$ cat config.mk
export PLATFORM = sky130hd
export DESIGN_NAME = go_back_n_sender_window_core
export DESIGN_NICKNAME = d
export VERILOG_FILES = /design/src/rtl/gbn_pkg.sv /design/src/rtl/go_back_n_sender_window_core.sv /design/src/rtl/gbn_seq_alu.sv /design/src/rtl/gbn_slot_file.sv
export SDC_FILE = /design/constraint.sdc
export NUM_CORES = 2
export LEC_CHECK = 0
export BUFFER_PORTS_ARGS = -buffer_cell sky130_fd_sc_hd__buf_2
export CAP_MARGIN = 10
export CELL_PAD_IN_SITES_DETAIL_PLACEMENT = 1
export CELL_PAD_IN_SITES_GLOBAL_PLACEMENT = 2
export CORE_MARGIN = 2
export CORE_UTILIZATION = 35
export CTS_CLUSTER_SIZE = 30
export DETAILED_ROUTE_END_ITERATION = 8
export GPL_TIMING_DRIVEN = 1
export PLACE_DENSITY = 0.75
export REMOVE_ABC_BUFFERS = 1
export SLEW_MARGIN = 20
export SYNTH_ARGS = -nofsm -noshare
export SYNTH_HDL_FRONTEND = slang
export SYNTH_SLANG_ARGS = --single-unit
$ cat constraint.sdc
create_clock -name clk -period 23 [get_ports clk]
set_clock_uncertainty 0.05 [all_clocks]
set_input_delay 1.15 -clock clk [delete_from_list [all_inputs] [get_ports clk]]
set_output_delay 1.15 -clock clk [all_outputs]
set_load 0.02 [all_outputs]
$ cat src/rtl/gbn_pkg.sv
// Shared types, constants and helpers of the go-back-n sender window.
// No dependencies; every other file of the block imports this package.
package gbn_pkg;

  localparam int WINDOW_SLOTS = 10;
  localparam int MAX_PAYLOAD  = 512;
  localparam int SEQ_MODULUS  = 25601;

  localparam int SEQ_W     = 15;
  localparam int LEN_W     = 10;
  localparam int SLOT_OUT_W = 4;
  localparam int SLOT_W    = $clog2(WINDOW_SLOTS);
  localparam int CNT_W     = $clog2(WINDOW_SLOTS + 1);
  localparam int WIN_BYTES = WINDOW_SLOTS * MAX_PAYLOAD;
  localparam int CUM_W     = $clog2(WIN_BYTES + 1);
  localparam int CFG_IDX_W = 2;
  localparam int CFG_W     = 32;

  // Request types.
  localparam logic [1:0] REQ_CHUNK = 2'd0;
  localparam logic [1:0] REQ_ACK   = 2'd1;
  localparam logic [1:0] REQ_TICK  = 2'd2;

  // Result actions.
  localparam logic [2:0] ACT_NONE   = 3'd0;
  localparam logic [2:0] ACT_SEND   = 3'd1;
  localparam logic [2:0] ACT_RESEND = 3'd2;
  localparam logic [2:0] ACT_REJECT = 3'd3;
  localparam logic [2:0] ACT_TAKEN  = 3'd4;
  localparam logic [2:0] ACT_IGNORE = 3'd5;

  // Configuration register indexes.
  localparam logic [CFG_IDX_W-1:0] CFG_TOTAL_BYTES = 2'd0;
  localparam logic [CFG_IDX_W-1:0] CFG_START_SEQ   = 2'd1;
  localparam logic [CFG_IDX_W-1:0] CFG_FIRST_ACK   = 2'd2;
  localparam logic [CFG_IDX_W-1:0] CFG_TIMEOUT     = 2'd3;

  typedef logic [SLOT_W-1:0] slot_idx_t;

  typedef struct packed {
    logic [1:0]       req_type;
    logic [LEN_W-1:0] chunk_len;
    logic [SEQ_W-1:0] ack_value;
  } gbn_in_t;

  typedef struct packed {
    logic [2:0]            action;
    logic [SLOT_OUT_W-1:0] slot;
    logic [SEQ_W-1:0]      packet_seq;
    logic [SEQ_W-1:0]      header_ack_num;
    logic                  header_ack_flag;
    logic [LEN_W-1:0]      packet_len;
    logic                  timed_out;
    logic [SEQ_W-1:0]      window_base;
    logic                  all_acked;
    logic                  last;
  } gbn_out_t;

  typedef struct packed {
    logic [SEQ_W-1:0] seq;
    logic [LEN_W-1:0] len;
    logic             hdr_flag;
    logic [SEQ_W-1:0] hdr_ack;
    logic [31:0]      stamp;
  } gbn_slot_t;

  typedef enum logic [1:0] {
    ALU_MADD,
    ALU_MSUB,
    ALU_SUB32
  } alu_op_t;

  typedef enum logic [3:0] {
    ST_IDLE,
    ST_CH_CHECK,
    ST_CH_ADV,
    ST_AK_CHECK,
    ST_AK_SCAN,
    ST_AK_COMMIT,
    ST_TK_CHECK,
    ST_TK_RESEND,
    ST_REPLY
  } gbn_state_t;

  // Advance a ring index with wrap.
  function automatic slot_idx_t slot_inc(input slot_idx_t idx);
    slot_idx_t r;
    if (idx == SLOT_W'(WINDOW_SLOTS - 1)) begin
      r = '0;
    end else begin
      r = idx + SLOT_W'(1);
    end
    return r;
  endfunction

  // Fold a raw sequence field into the modulus; one subtract suffices
  // because the modulus exceeds half the field range.
  function automatic logic [SEQ_W-1:0] seq_reduce(input logic [SEQ_W-1:0] x);
    logic [SEQ_W-1:0] r;
    if (32'(x) >= 32'(SEQ_MODULUS)) begin
      r = x - SEQ_W'(SEQ_MODULUS);
    end else begin
      r = x;
    end
    return r;
  endfunction

endpackage

$ cat src/rtl/go_back_n_sender_window_core.sv
// Top level of the go-back-n sender window: sequencer, state and output register.
// Depends on gbn_pkg, gbn_seq_alu and gbn_slot_file.
//
// The block takes one request at a time: a chunk offer, a cumulative ack or
// a time tick. A small sequencer runs each request through one shared
// modular-arithmetic unit and a ten-entry ring of slot records, then posts
// its results into a single output register, so a result can wait for the
// consumer while the sequencer goes back to idle and takes the next request.
// in_stall is high whenever the sequencer is busy. A chunk is checked and stored,
// then its sequence number advanced, unless it is rejected; an ack that is out of
// range or equal to the window base is ignored at once, otherwise the outstanding
// packets are scanned from the oldest, one ring slot per cycle; a tick that times
// out nothing replies at once, otherwise the outstanding packets are resent oldest
// first, one per cycle while the output is not stalled. Output stalls hold the
// sequencer in its reply and resend states. Slot records need no clearing after
// reset since only outstanding slots are ever read.
module go_back_n_sender_window_core (
  input  logic                            clk,
  input  logic                            rst_n,
  input  logic                            in_valid,
  output logic                            in_stall,
  input  gbn_pkg::gbn_in_t                in_data,
  output logic                            out_valid,
  input  logic                            out_stall,
  output gbn_pkg::gbn_out_t               out_data,
  input  logic                            cfg_we,
  input  logic [gbn_pkg::CFG_IDX_W-1:0]   cfg_index,
  input  logic [gbn_pkg::CFG_W-1:0]       cfg_wdata
);
  import gbn_pkg::*;

  gbn_state_t state_r, state_nxt;

  // configuration
  logic [31:0]      total_r, total_nxt;
  logic [SEQ_W-1:0] first_ack_r, first_ack_nxt;
  logic [15:0]      timeout_r, timeout_nxt;

  // window state
  logic [SEQ_W-1:0] base_seq_r, base_seq_nxt;
  slot_idx_t        base_idx_r, base_idx_nxt;
  logic [SEQ_W-1:0] next_seq_r, next_seq_nxt;
  slot_idx_t        next_idx_r, next_idx_nxt;
  logic [CNT_W-1:0] in_flight_r, in_flight_nxt;
  logic [31:0]      bytes_acked_r, bytes_acked_nxt;
  logic [31:0]      bytes_queued_r, bytes_queued_nxt;
  logic [31:0]      now_r, now_nxt;
  logic             first_pend_r, first_pend_nxt;

  // per-request working registers
  gbn_in_t          req_r, req_nxt;
  slot_idx_t        scan_idx_r, scan_idx_nxt;
  logic [CNT_W-1:0] scan_k_r, scan_k_nxt;
  logic [SEQ_W-1:0] da_r, da_nxt;
  logic [SEQ_W-1:0] cum_mod_r, cum_mod_nxt;
  logic [CUM_W-1:0] cum_r, cum_nxt;
  gbn_out_t         res_r, res_nxt;

  // output register
  logic             out_valid_r, out_valid_nxt;
  gbn_out_t         out_r, out_nxt;

  // shared unit and slot ring hookup
  alu_op_t     alu_op;
  logic [31:0] alu_a, alu_b, alu_res;
  logic        slot_we, stamp_we;
  slot_idx_t   slot_waddr;
  gbn_slot_t   slot_wdata, slot_rd;

  logic in_acc, out_free, emit;
  logic chunk_reject, ack_bad, scan_done, ack_hit, tick_expire, resend_last;

  gbn_seq_alu u_alu (
    .op  (alu_op),
    .a   (alu_a),
    .b   (alu_b),
    .res (alu_res)
  );

  gbn_slot_file u_slots (
    .clk      (clk),
    .wr_en    (slot_we),
    .stamp_en (stamp_we),
    .wr_addr  (slot_waddr),
    .wr_data  (slot_wdata),
    .rd_addr  (scan_idx_r),
    .rd_data  (slot_rd)
  );

  assign in_stall  = (state_r != ST_IDLE);
  assign in_acc    = in_valid && (state_r == ST_IDLE);
  assign out_free  = !out_valid_r || !out_stall;
  assign out_valid = out_valid_r;
  assign out_data  = out_r;

  // Shared unit operand select: one use per sequencer state.
  always_comb begin
    alu_op = ALU_MADD;
    alu_a  = '0;
    alu_b  = '0;
    case (state_r)
      ST_CH_CHECK: begin
        alu_op = ALU_MSUB;
        alu_a  = 32'(next_seq_r);
        alu_b  = 32'(base_seq_r);
      end
      ST_CH_ADV: begin
        alu_op = ALU_MADD;
        alu_a  = 32'(next_seq_r);
        alu_b  = 32'(req_r.chunk_len);
      end
      ST_AK_CHECK: begin
        alu_op = ALU_MSUB;
        alu_a  = 32'(req_r.ack_value);
        alu_b  = 32'(base_seq_r);
      end
      ST_AK_SCAN: begin
        alu_op = ALU_MADD;
        alu_a  = 32'(cum_mod_r);
        alu_b  = 32'(slot_rd.len);
      end
      ST_TK_CHECK: begin
        alu_op = ALU_SUB32;
        alu_a  = now_r;
        alu_b  = slot_rd.stamp;
      end
      default: begin
        alu_op = ALU_MADD;
      end
    endcase
  end

  // Decisions taken from the shared unit's result.
  always_comb begin
    chunk_reject = (req_r.chunk_len == '0)
                || (32'(req_r.chunk_len) > 32'(MAX_PAYLOAD))
                || (bytes_queued_r >= total_r)
                || (32'(in_flight_r) >= 32'(WINDOW_SLOTS))
                || (alu_res >= 32'(WIN_BYTES));
    ack_bad      = (32'(req_r.ack_value) >= 32'(SEQ_MODULUS)) || (alu_res == '0);
    scan_done    = (scan_k_r >= in_flight_r);
    ack_hit      = (alu_res[SEQ_W-1:0] == da_r);
    tick_expire  = (in_flight_r != '0) && (alu_res > 32'(timeout_r));
    resend_last  = ((scan_k_r + CNT_W'(1)) == in_flight_r);
  end

  // Next state.
  always_comb begin
    state_nxt = state_r;
    case (state_r)
      ST_IDLE: begin
        if (in_acc) begin
          case (in_data.req_type)
            REQ_CHUNK: state_nxt = ST_CH_CHECK;
            REQ_ACK:   state_nxt = ST_AK_CHECK;
            REQ_TICK:  state_nxt = ST_TK_CHECK;
            default:   state_nxt = ST_REPLY;
          endcase
        end
      end
      ST_CH_CHECK:  state_nxt = chunk_reject ? ST_REPLY : ST_CH_ADV;
      ST_CH_ADV:    state_nxt = ST_REPLY;
      ST_AK_CHECK:  state_nxt = ack_bad ? ST_REPLY : ST_AK_SCAN;
      ST_AK_SCAN: begin
        if (scan_done) begin
          state_nxt = ST_REPLY;
        end else if (ack_hit) begin
          state_nxt = ST_AK_COMMIT;
        end
      end
      ST_AK_COMMIT: state_nxt = ST_REPLY;
      ST_TK_CHECK:  state_nxt = tick_expire ? ST_TK_RESEND : ST_REPLY;
      ST_TK_RESEND: begin
        if (out_free && resend_last) begin
          state_nxt = ST_IDLE;
        end
      end
      ST_REPLY: begin
        if (out_free) begin
          state_nxt = ST_IDLE;
        end
      end
      default:      state_nxt = ST_IDLE;
    endcase
  end

  // Datapath, slot ring writes and result posting.
  always_comb begin
    total_nxt        = total_r;
    first_ack_nxt    = first_ack_r;
    timeout_nxt      = timeout_r;
    base_seq_nxt     = base_seq_r;
    base_idx_nxt     = base_idx_r;
    next_seq_nxt     = next_seq_r;
    next_idx_nxt     = next_idx_r;
    in_flight_nxt    = in_flight_r;
    bytes_acked_nxt  = bytes_acked_r;
    bytes_queued_nxt = bytes_queued_r;
    now_nxt          = now_r;
    first_pend_nxt   = first_pend_r;
    req_nxt          = req_r;
    scan_idx_nxt     = scan_idx_r;
    scan_k_nxt       = scan_k_r;
    da_nxt           = da_r;
    cum_mod_nxt      = cum_mod_r;
    cum_nxt          = cum_r;
    res_nxt          = res_r;
    out_nxt          = out_r;
    emit             = 1'b0;

    slot_we          = 1'b0;
    stamp_we         = 1'b0;
    slot_waddr       = next_idx_r;
    slot_wdata.seq      = next_seq_r;
    slot_wdata.len      = req_r.chunk_len;
    slot_wdata.hdr_flag = first_pend_r;
    slot_wdata.hdr_ack  = first_pend_r ? first_ack_r : '0;
    slot_wdata.stamp    = now_r;

    // The user must write configuration only while idle; the block does not enforce it.
    if (cfg_we) begin
      case (cfg_index)
        CFG_TOTAL_BYTES: total_nxt = cfg_wdata;
        CFG_START_SEQ: begin
          // reload the window only with nothing outstanding
          if (in_flight_r == '0) begin
            base_seq_nxt = seq_reduce(cfg_wdata[SEQ_W-1:0]);
            next_seq_nxt = seq_reduce(cfg_wdata[SEQ_W-1:0]);
          end
        end
        CFG_FIRST_ACK: first_ack_nxt = seq_reduce(cfg_wdata[SEQ_W-1:0]);
        CFG_TIMEOUT:   timeout_nxt   = cfg_wdata[15:0];
        default: ;
      endcase
    end

    case (state_r)
      ST_IDLE: begin
        if (in_acc) begin
          req_nxt      = in_data;
          scan_idx_nxt = base_idx_r;
          scan_k_nxt   = '0;
          cum_nxt      = '0;
          cum_mod_nxt  = '0;
          res_nxt      = '0;
          res_nxt.action = ACT_NONE;
          if (in_data.req_type == REQ_TICK) begin
            now_nxt = now_r + 32'd1;
          end
        end
      end

      ST_CH_CHECK: begin
        if (chunk_reject) begin
          res_nxt.action = ACT_REJECT;
        end else begin
          // store the packet, hand out its slot, and book it in flight
          slot_we                 = 1'b1;
          res_nxt.action          = ACT_SEND;
          res_nxt.slot            = SLOT_OUT_W'(next_idx_r);
          res_nxt.packet_seq      = next_seq_r;
          res_nxt.header_ack_num  = slot_wdata.hdr_ack;
          res_nxt.header_ack_flag = first_pend_r;
          res_nxt.packet_len      = req_r.chunk_len;
          first_pend_nxt          = 1'b0;
          next_idx_nxt            = slot_inc(next_idx_r);
          in_flight_nxt           = in_flight_r + CNT_W'(1);
          bytes_queued_nxt        = bytes_queued_r + 32'(req_r.chunk_len);
        end
      end

      ST_CH_ADV: begin
        next_seq_nxt = alu_res[SEQ_W-1:0];
      end

      ST_AK_CHECK: begin
        da_nxt = alu_res[SEQ_W-1:0];
        if (ack_bad) begin
          res_nxt.action = ACT_IGNORE;
        end
      end

      ST_AK_SCAN: begin
        // walk outstanding packets from the oldest, one per cycle, until the running
        // byte count lands on the ack distance or all of them are scanned
        if (scan_done) begin
          res_nxt.action = ACT_IGNORE;
        end else begin
          cum_mod_nxt  = alu_res[SEQ_W-1:0];
          cum_nxt      = cum_r + CUM_W'(slot_rd.len);
          scan_k_nxt   = scan_k_r + CNT_W'(1);
          scan_idx_nxt = slot_inc(scan_idx_r);
          if (ack_hit) begin
            base_idx_nxt   = slot_inc(scan_idx_r);
            in_flight_nxt  = in_flight_r - scan_k_r - CNT_W'(1);
            res_nxt.action = ACT_TAKEN;
          end
        end
      end

      ST_AK_COMMIT: begin
        bytes_acked_nxt = bytes_acked_r + 32'(cum_r);
        base_seq_nxt    = req_r.ack_value;
      end

      ST_TK_CHECK: begin
        if (!tick_expire) begin
          res_nxt.action = ACT_NONE;
        end
      end

      ST_TK_RESEND: begin
        // resend one slot per free output cycle, oldest first; restamp it
        if (out_free) begin
          emit                    = 1'b1;
          stamp_we                = 1'b1;
          slot_waddr              = scan_idx_r;
          out_nxt.action          = ACT_RESEND;
          out_nxt.slot            = SLOT_OUT_W'(scan_idx_r);
          out_nxt.packet_seq      = slot_rd.seq;
          out_nxt.header_ack_num  = slot_rd.hdr_ack;
          out_nxt.header_ack_flag = slot_rd.hdr_flag;
          out_nxt.packet_len      = slot_rd.len;
          out_nxt.timed_out       = 1'b1;
          out_nxt.window_base     = base_seq_r;
          out_nxt.all_acked       = (bytes_acked_r == total_r);
          out_nxt.last            = resend_last;
          scan_k_nxt              = scan_k_r + CNT_W'(1);
          scan_idx_nxt            = slot_inc(scan_idx_r);
        end
      end

      ST_REPLY: begin
        if (out_free) begin
          emit                = 1'b1;
          out_nxt             = res_r;
          out_nxt.timed_out   = 1'b0;
          out_nxt.window_base = base_seq_r;
          out_nxt.all_acked   = (bytes_acked_r == total_r);
          out_nxt.last        = 1'b1;
        end
      end

      default: ;
    endcase

    // Hold the result while stalled; drop it once taken.
    if (emit) begin
      out_valid_nxt = 1'b1;
    end else begin
      out_valid_nxt = out_valid_r && out_stall;
    end
  end

  always_ff @(posedge clk) begin
    if (!rst_n) begin
      state_r        <= ST_IDLE;
      total_r        <= '0;
      first_ack_r    <= '0;
      timeout_r      <= 16'd500;
      base_seq_r     <= '0;
      base_idx_r     <= '0;
      next_seq_r     <= '0;
      next_idx_r     <= '0;
      in_flight_r    <= '0;
      bytes_acked_r  <= '0;
      bytes_queued_r <= '0;
      now_r          <= '0;
      first_pend_r   <= 1'b1;
      scan_idx_r     <= '0;
      scan_k_r       <= '0;
      out_valid_r    <= 1'b0;
    end else begin
      state_r        <= state_nxt;
      total_r        <= total_nxt;
      first_ack_r    <= first_ack_nxt;
      timeout_r      <= timeout_nxt;
      base_seq_r     <= base_seq_nxt;
      base_idx_r     <= base_idx_nxt;
      next_seq_r     <= next_seq_nxt;
      next_idx_r     <= next_idx_nxt;
      in_flight_r    <= in_flight_nxt;
      bytes_acked_r  <= bytes_acked_nxt;
      bytes_queued_r <= bytes_queued_nxt;
      now_r          <= now_nxt;
      first_pend_r   <= first_pend_nxt;
      scan_idx_r     <= scan_idx_nxt;
      scan_k_r       <= scan_k_nxt;
      out_valid_r    <= out_valid_nxt;
    end
  end

  // Payload registers carry no reset.
  always_ff @(posedge clk) begin
    req_r     <= req_nxt;
    da_r      <= da_nxt;
    cum_mod_r <= cum_mod_nxt;
    cum_r     <= cum_nxt;
    res_r     <= res_nxt;
    out_r     <= out_nxt;
  end

endmodule

$ cat src/rtl/gbn_seq_alu.sv
// Shared arithmetic unit: modular add/subtract over the sequence space
// and a plain 32-bit subtract. Depends on gbn_pkg.
module gbn_seq_alu (
  input  gbn_pkg::alu_op_t op,
  input  logic [31:0]      a,
  input  logic [31:0]      b,
  output logic [31:0]      res
);
  import gbn_pkg::*;

  logic [SEQ_W:0]   sum;
  logic [SEQ_W:0]   diff;
  logic [SEQ_W-1:0] wrap;

  always_comb begin
    sum  = {1'b0, a[SEQ_W-1:0]} + {1'b0, b[SEQ_W-1:0]};
    diff = {1'b0, a[SEQ_W-1:0]} - {1'b0, b[SEQ_W-1:0]};
    wrap = diff[SEQ_W-1:0] + SEQ_W'(SEQ_MODULUS);
    case (op)
      ALU_MADD: begin
        if (32'(sum) >= 32'(SEQ_MODULUS)) begin
          res = 32'(sum - (SEQ_W + 1)'(SEQ_MODULUS));
        end else begin
          res = 32'(sum);
        end
      end
      ALU_MSUB: begin
        // borrow out means the distance wrapped; add the modulus back
        if (diff[SEQ_W]) begin
          res = 32'(wrap);
        end else begin
          res = 32'(diff[SEQ_W-1:0]);
        end
      end
      ALU_SUB32: res = a - b;
      default:   res = '0;
    endcase
  end

endmodule

$ cat src/rtl/gbn_slot_file.sv
// Ring of outstanding packet records, one per window slot.
// One write port (full record or time stamp only), one read port. Depends on gbn_pkg.
module gbn_slot_file (
  input  logic                clk,
  input  logic                wr_en,
  input  logic                stamp_en,
  input  gbn_pkg::slot_idx_t  wr_addr,
  input  gbn_pkg::gbn_slot_t  wr_data,
  input  gbn_pkg::slot_idx_t  rd_addr,
  output gbn_pkg::gbn_slot_t  rd_data
);
  import gbn_pkg::*;

  gbn_slot_t   rec_r   [WINDOW_SLOTS];
  logic [31:0] stamp_r [WINDOW_SLOTS];

  always_ff @(posedge clk) begin
    if (wr_en) begin
      rec_r[wr_addr] <= wr_data;
    end
    if (wr_en || stamp_en) begin
      stamp_r[wr_addr] <= wr_data.stamp;
    end
  end

  always_comb begin
    rd_data       = rec_r[rd_addr];
    rd_data.stamp = stamp_r[rd_addr];
  end

endmodule

# [Word-level counts from Yosys, hierarchy flattened]
# Memory sizes are Yosys's and may differ from the RTL's. A register that Yosys moved wholly into a read port is not among the register bits.
# Index checks and enable logic that the tools add are counted.
[word_totals] ramBits=1050 register_bits=397 mem_bits_ro=0 memories=2 word_cells=221 latchBits=0
[classes] n_shift=0 n_reduce_logical=54 bitwise=2 mux=71 n_eq_ne=30 n_addsub=16 mul=0 order_cmp=9 n_div=0
[memory_table] name="u_slots.rec_r" words=10 width=73 read_ports=1 rd_ports_with_merged_regs=1 write_ports=1 line_no="gbn_slot_file.sv:14" rtl="gbn_slot_t rec_r [WINDOW_SLOTS];"
[memory_table] name="u_slots.stamp_r" words=10 width=32 read_ports=1 rd_ports_with_merged_regs=1 write_ports=1 line_no="gbn_slot_file.sv:15" rtl="logic [31:0] stamp_r [WINDOW_SLOTS];"
[op_table] op="case mux 32 bit (4 select lines)" n=2
[op_table] op="2-to-1 mux 66 bit" n=3
[op_table] op="2-to-1 mux 15 bit" n=10
[op_table] op="case mux 66 bit (2 select lines)" n=1
[op_table] op="2-to-1 mux 4 bit" n=25
[op_table] op="case mux 32 bit (3 select lines)" n=1
[op_table] op="case mux 45 bit (2 select lines)" n=1
[op_table] op="2-to-1 mux 45 bit" n=1
[op_table] op="case mux 4 bit (3 select lines)" n=3
[op_table] op="adder 32 x 1 -> 32 bit (second input constant)" n=1
[op_table] op="adder 32 x 10 -> 32 bit" n=1
[op_table] op="adder 32 x 13 -> 32 bit" n=1
[op_table] op="== test 32 bit" n=1
[op_table] op="greater-or-equal comparator 32 x 13 -> 1 bit (second input constant)" n=1
[op_table] op="greater-or-equal comparator 32 bit" n=1
[op_table] op="> comparator 32 x 16 -> 1 bit" n=1
[op_table] op="zero test 32 bit" n=1
[op_table] op="2-to-1 mux 32 bit" n=1
[op_table] op="case mux 4 bit (8 select lines)" n=1
[op_table] op="subtractor 32 bit" n=1
[op_table] op="greater-or-equal comparator 15 bit (second input constant)" n=2
[op_table] op="case mux 15 bit (2 select lines)" n=1
[op_table] op="2-to-1 mux 13 bit" n=2
[op_table] op="case mux 13 bit (2 select lines)" n=1
[op_table] op="45 further kinds" n=118

# [Logic depth before layout (Yosys ltp)]
[logic_depth] ltp_word=14 depth_mapped=38

# [Modules after synthesis]
# Synthesis repeated with hierarchy kept, for this count alone.
[unflattened] hier_cells=4259 hier_area_um2=53024.6
[modules_own_cells] mod="gbn_slot_file" cells_per_inst=1512 instances=1 area_each_um2=28896.5
[modules_own_cells] mod="go_back_n_sender_window_core" cells_per_inst=2195 instances=1 area_each_um2=20425.8
[modules_own_cells] mod="gbn_seq_alu" cells_per_inst=552 instances=1 area_each_um2=3702.3

# [Worst setup path before layout]
# OpenSTA, ideal clock, no wires.
[synth_timing] path_kind="register to register" startpoint="register with a tool-made name" endpoint="register res_r[18] in the netlist's numbering, enable pin" n_path_buf=4 stages_incl_launch_ff=24 setup_ns=0.559 period_less_slack_ns=10.721 setup_slack_ns=12.279 arrival_ns=10.112 path_cell_list="dfxtp_1 clkbuf_1 clkbuf_1 buf_1 clkbuf_1 mux2i_1 nand2_1 o21ai_0 o221ai_1 ha_1 inv_1 fa_1 a211oi_2 o211ai_1 and4_1 o31ai_2 and4bb_2 a311oi_1 or4_1 nor4_1 o21ai_1 nor2_1 mux2i_1 nor4_1"
[synth_rtl] element="end signal: assignment" line_no="go_back_n_sender_window_core.sv:399" rtl="res_r <= res_nxt;"
[synth_rtl] element="end: declaration" line_no="go_back_n_sender_window_core.sv:57" rtl="gbn_out_t res_r, res_nxt;"

==> summary.txt <==
Layout
  • Number of nets in the layout: about 4500
  • Post-layout util: ~40%
  • Syn-to-layout area delta: 14.0%
  • Most common cell after layout, fill and taps aside: edfxtp_1
  • Share of cells above drive strength 1: approximately 16%
  • Most frequent cells in the layout: edfxtp_1 (912), nand2_1 (448), a21oi_1 (228)

Detailed routing
  • Detailed-route DRC error count: 0
  • Avg WL per Cell: ~26 um
  • WL final: about 170000 um
  • Vias per cell: ~5.5
  • Initial DRC Count: about 3400
  • DR pass1 iterations: 5
  • Antenna-violating nets left: 0
  • Total via count in the routed design: 35330

Worst setup path
  • Arrival time at the worst endpoint: approximately 11000 ps
  • WS Path Type: flip-flop to flip-flop
  • CP Capture Type: flip-flop
  • Reg2Reg Setup Slack: 12460 ps
  • CP startpoint kind: flip-flop
  • Worst-path maximum fanout: 109
  • Critical Path RT: approximately 23000 ps

GRT
  • M2 GR Usage: about 33%
  • Vias in the first global route: about 36000
  • GRT Overall Usage: approximately 21%
  • First-pass GRT wire length: ~250000 um
  • Total congestion overflow: 0
  • Largest net degree at the start of global routing: roughly 110
  • Initial antenna violation count: 17
  • Met1 Use GR: between 30% and 40%
  • Met3 Use GR: between 3 and 4%
  • Most Crowded Layer GR: met2

Timing
  • Fin crit period: 10540 ps
  • RSZ-0062 raised after global routing: false
  • FMAX: between 90 and 100 MHz
  • Tcrit/Tclk final: 45.8%
  • Final WS setup: roughly 12000 ps
  • Fin. Hold Viols: 0
  • Worst-margin pin slew: around 1200 ps
  • Setup TNS Final: 0 ps
  • Min Hold Slack: approximately 410 ps
  • Final Setup Violations: 0
  • Slew HR: 22.5%
  • Final Slew Violations: 0

Floorplanning
  • Die W: roughly 390 um
  • Core area: ~0.15 mm^2
  • Die H: 393 um
  • Starting Density: 35.3%
  • Full die area: 0.154 mm^2
  • FP Rows: about 140
  • Ports: 134

CTS
  • Post-CTS setup buffer count: 0
  • H-tree depth: 3
  • Clk_lat worst skew: roughly 800 ps
  • Clock Path Buffers: 3
  • Reg clk slew, reported paths: ~60 ps
  • Post-CTS Resized: 0
  • CTS buffer count: about 120
  • Hold_buf cts: 0
  • Clock Sinks: around 1100
  • CTS tree: done
  • Root Driver: clkbuf_16

Placement
  • Placement Setup Slack: ~12000 ps
  • GPL Wtd Cong: 0.899
  • Port-buffer cells: ~130
  • DP HPWL: approximately 110000 um

Logic synthesis
  • Synth async-reset ratio: 0%
  • Post-synth design cell area: 0.0529 mm^2
  • Number of synthesized flops with an enable pin: just over 900
  • Synthesized flop and latch total: ~1100
  • Cell count after synthesis: 4149
  • Ys flop type: edfxtp_1
  • Synth unique cells: 106
  • Seq/Total Area, Yosys: ~60%
  • Avg Inst Size Synth: 12.8 um^2
  • Yosys warns: 0

Flow run
  • MaxCap Viol Count: 0

Power and ir drop
  • Logic pwr share: around a fifth
  • Clock share of power: 37.3%
  • Power, Total: about 5.4 mW
  • P_int: approximately 3.8 mW
  • Max VDD drop: 0.0721 mV
  • Sequential Power Share: a little over two fifths
  • Cell Pwr Density: 89.6 mW/mm^2
  • Sw frac: between 20 and 30%
  • Lkg Pwr: just over 20 nW
  • NetSw: 1.61 mW

Status
  • Status: finished, final reports clean

Worst hold path
  • Worst min-delay path class: flip-flop to flip-flop
power groups by stage:
stage | Clock [mW] | Sequential [mW] | Combinational (mW)
after floorplan | 0 | 2.41 | 0.624
after global placement | 0 | 2.41 | 0.989
after detailed placement | 0 | 2.42 | 0.997
after CTS | 2.05 | 2.37 | 1.00
after global routing | 2.12 | 2.38 | 1.09
final | 2.01 | 2.38 | 1.01
state kept, by name, summed over array words and instances (netlist names), 13 cells and up, named ones only:
register         count
now_r               32
cum_r               13
res_r               48
req_r               25
u_slots.rec_r      410
u_slots.stamp_r    320
cum_mod_r           15
bytes_queued_r      32
bytes_acked_r       32
timeout_r           16
base_seq_r          15
next_seq_r          15
da_r                15
first_ack_r         15
total_r             32
out_data            66
routing by layer:
metal / up-vias / wire length [um]
met5: - / 29
met4: 4 / 3960
met2: 1154 / 75500
met1: 18078 / 75200
met3: 199 / 11400
li1: 15895 / -
critical path: stages, from the launching register on:
cell and delay, ps:
dfxtp_4 810, buf_4 870, buf_12 680, mux4_2 600, mux2_2 290, o211ai_1 230, o211a_1 380, ha_1 180
nor2b_1 320, o2111ai_1 240, a2111oi_0 800, nor2_1 250, xnor2_1 440, o311ai_0 240, xnor2_1 540, nand2_1 150
o22ai_1 200, o21ai_1 160, o21ai_2 160, buf_4 330, and2_1 180, buf_4 280, a32oi_1 450, nor2_4 960
cell usage after synthesis, types with 9 or more instances:
library cell / instances / area, um^2
a31oi_1: 18 / 113
a221oi_1: 9 / 78.8
o21bai_1: 14 / 105
a222oi_1: 13 / 130
buf_2: 10 / 50.1
a22oi_1: 22 / 165
xnor2_1: 76 / 666
a21o_1: 40 / 300
a211oi_1: 43 / 323
and4_1: 11 / 96.3
and3_1: 69 / 432
mux2i_1: 92 / 921
or3_1: 30 / 188
clkbuf_1: 160 / 601
edfxtp_1: 912 / 27400
nor4_1: 29 / 181
o21ai_0: 185 / 926
o211ai_1: 74 / 556
a21oi_1: 229 / 1150
o211a_1: 15 / 150
nor2_1: 239 / 897
and2_1: 72 / 450
inv_1: 151 / 567
o21a_1: 25 / 188
nor2b_1: 29 / 181
dfxtp_1: 219 / 4380
nand4_1: 44 / 275
nand2_1: 448 / 1680
ha_1: 149 / 1860
mux2_2: 70 / 788
mux4_2: 147 / 3310
xor2_1: 106 / 928
o2111ai_1: 9 / 78.8
nand2b_1: 19 / 119
nand3_1: 59 / 295
nor3_1: 61 / 305
buf_1: 37 / 139
worst paths after layout:
path / startpoint / end / cells past startpoint
setup / recovery: flip-flop / u_slots.stamp_r[4][21]$_DFFE_PP_ / 23
hold / removal: timeout_r[10]$_SDFFE_PN0P_ / timeout_r[10]$_SDFFE_PN0P_ / 2
setup reg to reg: flip-flop / u_slots.stamp_r[4][21]$_DFFE_PP_ / 23
hold reg to reg: timeout_r[10]$_SDFFE_PN0P_ / timeout_r[10]$_SDFFE_PN0P_ / 2
logic make-up (layout without fill, tap and decap cells):
group / Yosys count / after routing / share of synthesized area, %
xor+xnor: 183 / 183 / 3.04
mux: 309 / 309 / 9.48
fa+ha+maj: 155 / 155 / 3.75
buf+inv: 374 / 594 / 2.77
simple gates: 1177 / 1177 / 10.8
flops: 1131 / 1131 / 60.0
compound gates: 820 / 820 / 10.2
other cells: 0 / 1 / 0
stage by stage:
step	area (um^2)	cells
floorplan	52100	3932
CTS	60200	6380
global route	60300	6385
global placement	56000	6151
detailed placement	56100	6153
finish	60300	6386
layout make-up:
class	instances	area, um^2
antenna	1	2.50
clock buffer	151	3180
clock inverter	76	940
fill	15767	89600
inverter	157	597
multi-input combinational	2644	19900
sequential	1131	31800
tap	2016	2520
timing repair buffer	210	1360
No activity file was read; power rests on OpenSTA's default activity.
